<file path="config.mk">
export PLATFORM = sky130hd
export DESIGN_NAME = ppr_map
export DESIGN_NICKNAME = d
export VERILOG_FILES = /design/src/rtl/ppr_pkg.sv /design/src/rtl/ppr_map.sv
export SDC_FILE = /design/constraint.sdc
export NUM_CORES = 2
export LEC_CHECK = 0
export BUFFER_PORTS_ARGS = -buffer_cell sky130_fd_sc_hd__buf_2
export CAP_MARGIN = 20
export CORE_ASPECT_RATIO = 1.2
export CORE_MARGIN = 4
export CORE_UTILIZATION = 46
export DETAILED_ROUTE_END_ITERATION = 12
export MAX_ROUTING_LAYER = met4
export SLEW_MARGIN = 20
export SYNTH_ARGS = -nofsm -noshare
export SYNTH_HDL_FRONTEND = slang
export SYNTH_SLANG_ARGS = --single-unit
</file>
<file path="constraint.sdc">
create_clock -name clk_i -period 6.1 [get_ports clk_i]
set_clock_uncertainty 0.2 [all_clocks]
set_input_delay 0.305 -clock clk_i [delete_from_list [all_inputs] [get_ports clk_i]]
set_output_delay 0.305 -clock clk_i [all_outputs]
set_load 0.05 [all_outputs]
</file>
<file path="src/rtl/ppr_pkg.sv">
// Package for the pinhole primary ray generator.
// Widths, register codes and the shared pipeline word type.
// No dependencies.
`timescale 1ns / 1ps
`default_nettype none

package ppr_pkg;

  localparam int DIR_FRAC_BITS    = 14;
  localparam int SAMPLE_FRAC_BITS = 4;
  localparam int XF               = 16;

  localparam int SAMPLE_W = 16;
  localparam int SIZE_W   = 13;
  localparam int VIEW_W   = 16;
  localparam int VEC_W    = 18;
  localparam int POS_W    = 20;
  localparam int FOCUS_W  = 24;
  localparam int DIR_W    = 16;

  localparam int VIEW_REG_W = 3 * VIEW_W;
  localparam int VEC_REG_W  = 3 * VEC_W;
  localparam int POS_REG_W  = 3 * POS_W;

  localparam int CFG_IDX_W  = 3;
  localparam int CFG_DATA_W = POS_REG_W;

  // sample mapping divider
  localparam int DEN_W = SIZE_W + SAMPLE_FRAC_BITS;
  localparam int MAG_W = (SAMPLE_W + 1 > DEN_W) ? SAMPLE_W + 1 : DEN_W;
  localparam int NUM_W = MAG_W + XF + 1;
  localparam int MQ_W  = MAG_W + XF - SAMPLE_FRAC_BITS + 1;
  localparam int MAP_W = MQ_W + 1;

  // direction sum and normalization
  localparam int PROD_W  = VEC_W + MAP_W;
  localparam int SUM_W   = PROD_W + 2;
  localparam int NORM_W  = 64;
  localparam int NSH     = $clog2(NORM_W);
  localparam int NM_W    = 30;

  // length
  localparam int SQ_W     = 2 * NM_W;
  localparam int SS_W     = SQ_W + 2;
  localparam int RES_W    = SS_W + 1;
  localparam int LEN_W    = SS_W / 2;
  localparam int SQ_STEPS = LEN_W;

  // per-component quotient
  localparam int QN_W = NM_W + DIR_FRAC_BITS + 1;
  localparam int QQ_W = DIR_FRAC_BITS + 2;
  localparam int QR_W = LEN_W;

  localparam logic [DIR_W-1:0]   DIR_ONE   = DIR_W'(1 << DIR_FRAC_BITS);
  localparam logic [FOCUS_W-1:0] FOCUS_ONE = FOCUS_W'(1 << DIR_FRAC_BITS);

  localparam logic [SIZE_W-1:0] FILM_WIDTH_RST  = SIZE_W'(640);
  localparam logic [SIZE_W-1:0] FILM_HEIGHT_RST = SIZE_W'(480);

  typedef enum logic [CFG_IDX_W-1:0] {
    CFG_FILM_WIDTH      = 3'd0,
    CFG_FILM_HEIGHT     = 3'd1,
    CFG_VIEW_DIRECTION  = 3'd2,
    CFG_RIGHT_SCALED    = 3'd3,
    CFG_UP_SCALED       = 3'd4,
    CFG_FOCUS_DISTANCE  = 3'd5,
    CFG_CAMERA_POSITION = 3'd6
  } cfg_reg_e;

  typedef struct packed {
    logic [2:0][NM_W-1:0] mag;
    logic [2:0]           neg;
    logic                 zero;
  } norm_t;

endpackage

`default_nettype wire

</file>
<file path="src/rtl/ppr_map.sv">
// Sample mapping: maps both film coordinates to -1..1 with a pipelined
// restoring divider, one quotient bit per stage. Depends on ppr_pkg.
`timescale 1ns / 1ps
`default_nettype none

module ppr_map import ppr_pkg::*; (
  input  logic                     clk_i,
  input  logic                     rst_ni,
  input  logic                     en_i,
  input  logic                     valid_i,
  input  logic [SAMPLE_W-1:0]      sample_x_i,
  input  logic [SAMPLE_W-1:0]      sample_y_i,
  input  logic [SIZE_W-1:0]        film_width_i,
  input  logic [SIZE_W-1:0]        film_height_i,
  output logic                     valid_o,
  output logic signed [MAP_W-1:0]  x_o,
  output logic signed [MAP_W-1:0]  y_o
);

  logic [SAMPLE_W-1:0] smp [2];
  logic [SIZE_W-1:0]   fsz [2];
  logic [MQ_W:0]       valid_q;

  logic [NUM_W-1:0] num_q [2][MQ_W+1];
  logic [NUM_W-1:0] num_d [2][MQ_W+1];
  logic [MAG_W-1:0] den_q [2][MQ_W+1];
  logic [MAG_W-1:0] den_d [2][MQ_W+1];
  logic [MAG_W-1:0] rem_q [2][MQ_W+1];
  logic [MAG_W-1:0] rem_d [2][MQ_W+1];
  logic [MQ_W-1:0]  quo_q [2][MQ_W+1];
  logic [MQ_W-1:0]  quo_d [2][MQ_W+1];
  logic             neg_q [2][MQ_W+1];
  logic             neg_d [2][MQ_W+1];

  assign smp[0] = sample_x_i;
  assign smp[1] = sample_y_i;
  assign fsz[0] = film_width_i;
  assign fsz[1] = film_height_i;

  always_comb begin
    logic [SIZE_W-1:0] sz;
    logic [MAG_W-1:0]  den;
    logic [MAG_W-1:0]  two;
    logic [MAG_W-1:0]  mag;
    logic              neg;
    logic [NUM_W-1:0]  num;
    logic [MAG_W:0]    t;
    logic              ge;
    for (int l = 0; l < 2; l++) begin
      sz  = (fsz[l] == '0) ? SIZE_W'(1) : fsz[l];
      den = MAG_W'(sz) << SAMPLE_FRAC_BITS;
      two = MAG_W'({smp[l], 1'b0});
      neg = two < den;
      mag = neg ? den - two : two - den;
      num = NUM_W'({mag, {XF{1'b0}}}) + NUM_W'(den >> 1);
      num_d[l][0] = num;
      den_d[l][0] = den;
      rem_d[l][0] = MAG_W'(num >> MQ_W);
      quo_d[l][0] = '0;
      neg_d[l][0] = neg;
      for (int k = 1; k <= MQ_W; k++) begin
        t  = {rem_q[l][k-1], num_q[l][k-1][MQ_W-k]};
        ge = t >= {1'b0, den_q[l][k-1]};
        rem_d[l][k] = ge ? MAG_W'(t - {1'b0, den_q[l][k-1]}) : t[MAG_W-1:0];
        quo_d[l][k] = {quo_q[l][k-1][MQ_W-2:0], ge};
        num_d[l][k] = num_q[l][k-1];
        den_d[l][k] = den_q[l][k-1];
        neg_d[l][k] = neg_q[l][k-1];
      end
    end
  end

  always_ff @(posedge clk_i or negedge rst_ni) begin
    if (!rst_ni) begin
      valid_q <= '0;
    end else if (en_i) begin
      valid_q <= {valid_q[MQ_W-1:0], valid_i};
    end
  end

  always_ff @(posedge clk_i) begin
    if (en_i) begin
      num_q <= num_d;
      den_q <= den_d;
      rem_q <= rem_d;
      quo_q <= quo_d;
      neg_q <= neg_d;
    end
  end

  assign valid_o = valid_q[MQ_W];
  assign x_o = neg_q[0][MQ_W] ? -$signed({1'b0, quo_q[0][MQ_W]})
                              : $signed({1'b0, quo_q[0][MQ_W]});
  assign y_o = neg_q[1][MQ_W] ? -$signed({1'b0, quo_q[1][MQ_W]})
                              : $signed({1'b0, quo_q[1][MQ_W]});

endmodule

`default_nettype wire

</file>
Word-level counts from Yosys, hierarchy flattened
Cells that the tools add are included.
{"block": "word_totals", "regBits": 3727, "inputBits": 62, "output_inout_bits": 63, "elab_cells": 499}
{"block": "classes", "add_sub_neg": 66, "order_cmp": 62, "n_mux": 64, "n_reduce_logical": 2}
{"cell": "$ge A18 B17 Y1", "n": 58}
{"cell": "$sub A17 B17 Y17", "n": 60}
{"cell": "$mux W17", "n": 58}
{"cell": "$add A33 B16 Y34", "n": 2}
{"cell": "$mux W31", "n": 2}
{"cell": "$neg A30 Y31", "n": 2}
{"cell": "$ge A5 B17 Y1", "n": 2}
{"cell": "$lt A17 B17 Y1", "n": 2}
{"cell": "$sub A5 B17 Y17", "n": 2}
{"cell": "$logic_not A13 Y1", "n": 2}
{"cell": "$mux W13", "n": 2}
{"cell": "$mux W5", "n": 2}

Depth between registers and ports, before layout
{"block": "logic_depth", "word_depth": 5, "mapped_depth": 11, "depth_no_buf": 11}

Least setup slack after synthesis
OpenSTA, ideal clock, no wires.
{"block": "synth_path", "kind": "reg2out", "from": "register quo_q[937] (netlist name)", "to": "output x_o[28]", "arrival_ns": 2.932, "required_ns": 5.595, "slack_ns": 2.663, "path_stages_with_launch": 8, "path_buffers": 0, "cell_sequence": "edfxtp_1 -> or4_4 -> or3_4 -> or3_4 -> or2_4 -> or4_4 -> a21oi_2 -> xnor2_1"}
{"block": "synth_between", "elab_chain_cells": 2}
{"item": "from (decl)", "line_no": "ppr_map.sv:30", "source": "logic [MQ_W-1:0] quo_q [2][MQ_W+1];"}
{"item": "from (signal assigned)", "line_no": "ppr_map.sv:86", "source": "quo_q <= quo_d;"}
{"item": "$neg A30 Y31", "line_no": "ppr_map.sv:92", "source": "assign x_o = neg_q[0][MQ_W] ? -$signed({1'b0, quo_q[0][MQ_W]})"}
{"item": "$mux W31", "line_no": "ppr_map.sv:92"}
{"item": "to (decl)", "line_no": "ppr_map.sv:16", "source": "output logic signed [MAP_W-1:0] x_o,"}
Every way passes these cells.

Final worst setup path
Ends and elaborated chain as after synthesis.

==> results.yml <==
floorplan:
  fp.coreArea_mm2: 0.2889
  io-pin-count: 125
  dieHeight_um: 598.5
  floorplan.die_area_mm2: 0.2993
  starting_utilization_of_the_core_area_pct: 46.27
  placementRows: 216
  die_w_um: 500.1
detailed_routing:
  drt_pass1_iterations: 5
  drt_iter0_markers: 4508
  routed_via_density: 5.377
  totalWireLength_um: 264400
  routed-via-count: 78100
  routedWlPerCell_um: 18.20
  drc_errors: 0
  ant_nets: 0
placement:
  post_detailed_placement_half_perimeter_wirelength_um: 190300
  placement.io_buffers: 124
  globalplace.congestion: 0.8923
cts:
  clock_latency_ns: 0.87
  cts_tree: "done"
  cts_buffer_depth: 4
  clkSinkCount: 2861
  clk_root_buffer_cell: "sky130_fd_sc_hd__clkbuf_16"
  cts-htree-levels: 5
  post-cts-setup-buffers: 0
  numCtsBuffers: 311
  clkSlewWorstSetupHoldPaths_ns: 0.06
synthesis:
  syn-mean-instance-area_um2: 13.39
  synth_edf_count: 2830
  post_synthesis_net_count: 10920
  yosysSeqAreaShare_pct: 64.16
  post_synth_inst_count: 9985
  netlist_area_mm2: 0.1337
  count_of_yosys_warnings_during_synthesis: 0
  postSynth.asyncResetShare_pct: 1.084
  synth_cell_types: 84
  ys_dominant_reg_cell: "sky130_fd_sc_hd__edfxtp_1"
  postSynthRegisterBits: 2861
final_layout:
  most_used_cells_in_the_layout_excluding_fill_and_tap_cells: "sky130_fd_sc_hd__edfxtp_1 (2830), sky130_fd_sc_hd__inv_1 (955), sky130_fd_sc_hd__ha_1 (816), sky130_fd_sc_hd__nand2_1 (749), sky130_fd_sc_hd__o21ai_0 (740)"
  layout.cells.most_common: "sky130_fd_sc_hd__edfxtp_1"
  final_core_utilization_pct: 52.03
  area.sequential_mm2: 0.08576
  drive_above_1_share_pct: 9.471
  fin_nets: 11400
  area.growth.synth_to_final_pct: 12.46
  total_of_fill_cells_in_the_finished_design: 23990
  multi_input_comb_area_mm2: 0.04385
setup_path:
  reg2reg_from: "den_d[958]"
  worstSetupStartpoint: "quo_q[937]"
  critPathRequiredTime_ns: 5.59
  start_kind: "flip-flop"
  regToRegEndpoint: "rem_q[960]"
  critPathSlowestCell: "sky130_fd_sc_hd__or4_4"
  reg2regPathDepth: 10
  endpoint_kind: "output port"
  timing.reg2reg.setup_slack_ns: 2.37
  max_stage_delay_ns: 0.55
  critical_path.cell_chain: "or4_4, or3_4, or3_4, or2_4, or4_4, a21oi_2, xnor2_1, buf_2"
  critical_path_arrival_ns: 3.86
  critPathKind: "reg -> out"
  highest_net_fanout_along_the_worst_path: 5
pwr:
  netSwitchingFraction_pct: 32.83
  p_per_area_mw_per_mm2: 488.2
  comb_power_share_pct: 35.0
  internal_power_w: 0.04929
  pwr-share-clk_pct: 24.9
  worst_ir_drop_vdd_mv: 0.2448
  p_leak_nw: 57.49
  pwr-share-seq_pct: 40.1
  switchingPower_w: 0.02409
sta:
  maxSlewHeadroom_pct: 27.99
  worst-slew-pin-transition_ns: 1.080
  rsz0062_at_grt: "no"
  timing.setup.tns_ns: 0
  final.period_utilization_pct: 71.61
  drv_slew: 0
  setup_viol: 0
  period_needed_ns: 4.368
  max_freq_mhz: 228.9
  hold_viol: 0
global_routing:
  grt.overflow.total: 0
  grt_util_all_layers_pct: 17.95
  largest_net_degree_at_the_start_of_global_routing: 184
  global_route_wire_length_before_repair_um: 423000
  initial_antenna_violation_count: 2
  vias_in_the_first_global_route: 81580
run:
  max-cap-violations: 0
outcome:
  outcome: "completed"
min_path:
  hold_path.class: "in -> reg"
  holdPathStages: 2
  origin_of_the_worst_min_delay_path: "film_height_i[5]"
  min_to: "den_d[502]"
-- what timing repair did --
| action | in CTS | in global routing |
|---|---|---|
| hold buffers | 91 | 0 |
| endpoints found under the hold margin | 205 | 0 |
| endpoints found under the setup margin | 0 | 0 |
| gates resized for setup | 0 | 0 |
-- power groups by stage --
| stage | logic, W | registers, W | clock network [W] |
|---|---|---|---|
| CTS | 0.0257 | 0.0294 | 0.0189 |
| global placement | 0.0247 | 0.0297 | 0 |
| global route | 0.0288 | 0.0298 | 0.0198 |
| floorplan | 0.0194 | 0.0289 | 0 |
| finish | 0.0257 | 0.0294 | 0.0183 |
| detailed placement | 0.0255 | 0.0298 | 0 |
-- kinds of logic (layout without fill, tap and decap cells) --
family | count (synthesis) | after routing | share of synthesized area [%]
adders and majority gates | 874 | 874 | 8.507
other | 0 | 3 | 0
and+or+nand+nor | 2068 | 2068 | 7.601
buffers and inverters | 1101 | 1822 | 3.099
AOI/OAI and AO/OA | 2217 | 2217 | 10.42
xor gates and xnor gates | 544 | 544 | 3.564
DFF | 2861 | 2861 | 64.16
muxes | 320 | 320 | 2.656
-- synthesized netlist by cell type (all sizes together) (43+ instances only) --
cell type  number  area share (%)
o21ai         746             2.8
o211ai         55            0.31
mux2          277             2.3
clkbuf        137            0.38
a21oi         535             2.0
o31ai          49            0.28
nand2         749             2.1
nand3b         44            0.25
xor2          252             1.7
a21boi         58            0.33
xnor2         292             1.9
mux2i          43            0.32
nor4b          50            0.33
fa             58            0.87
o21a          127            0.71
nor3          159            0.60
nand2b        115            0.54
a211oi        129            0.72
ha            816             7.6
nor2          438             1.2
a21o          100            0.56
nor2b         105            0.49
edfxtp       2830              64
or2            51            0.24
inv           955             2.7
nand4         111            0.52
o31a           53            0.35
nor4           55            0.26
-- area by class of cell --
class	count	share of cell area, %
repair buffers	316	1.681
inverters	955	2.385
multi-input cells	6023	29.17
diodes	3	0.004994
flip-flops and latches	2861	57.05
clock buffers	385	5.467
clock inverters	166	1.072
well taps	3815	3.175
-- sequential cells by signal, summed over array words and instances, names as in the netlist --
name / count
rem_q: 956
quo_d: 870
den_d: 670
num_d: 212
neg_d: 60
quo_q: 60
valid_q: 31
neg_q: 2
-- routing by layer --
metal  wire (µm)  vias up  GRT usage, %
met1       95290    37770         17.62
li1            -    38300             -
met5           0        -             -
met3        8386      708         2.437
met4       12470        0         8.071
met2      148200     1326         34.73
-- worst max path at each step --
| stage | to | cells after the start |
|---|---|---|
| floorplan | x_o[28] | 7 |
| global placement | rem_q[960] | 10 |
| detailed placement | rem_q[761] | 9 |
| CTS | x_o[28] | 8 |
| global route | y_o[23] | 8 |
| finish | x_o[28] | 8 |
-- metrics by stage --
stage          setup WS [ns]  cells  power (W)  hold slack [ns]  area [µm²]
6_report               1.732  14520    0.07339          0.08738      150300
5_1_grt                1.501  14520    0.07837          0.04044      150300
4_1_cts                1.639  14520    0.07409         0.001718      150300
3_5_place_dp           2.356  13880    0.05532           0.1766      139600
3_3_place_gp           2.361  13880    0.05447           0.1613      139600
2_1_floorplan          2.663   9985    0.04829          -0.1906      133700
-- critical path, delay by kind of cell, from the launching register on --
kind | cells | cell delay, ns
buf+inv | 1 | 0.28
compound gates | 1 | 0.17
flops | 1 | 0.44
simple gates | 5 | 2.02
xor+xnor | 1 | 0.13
(Power assumes the default switching activity.)
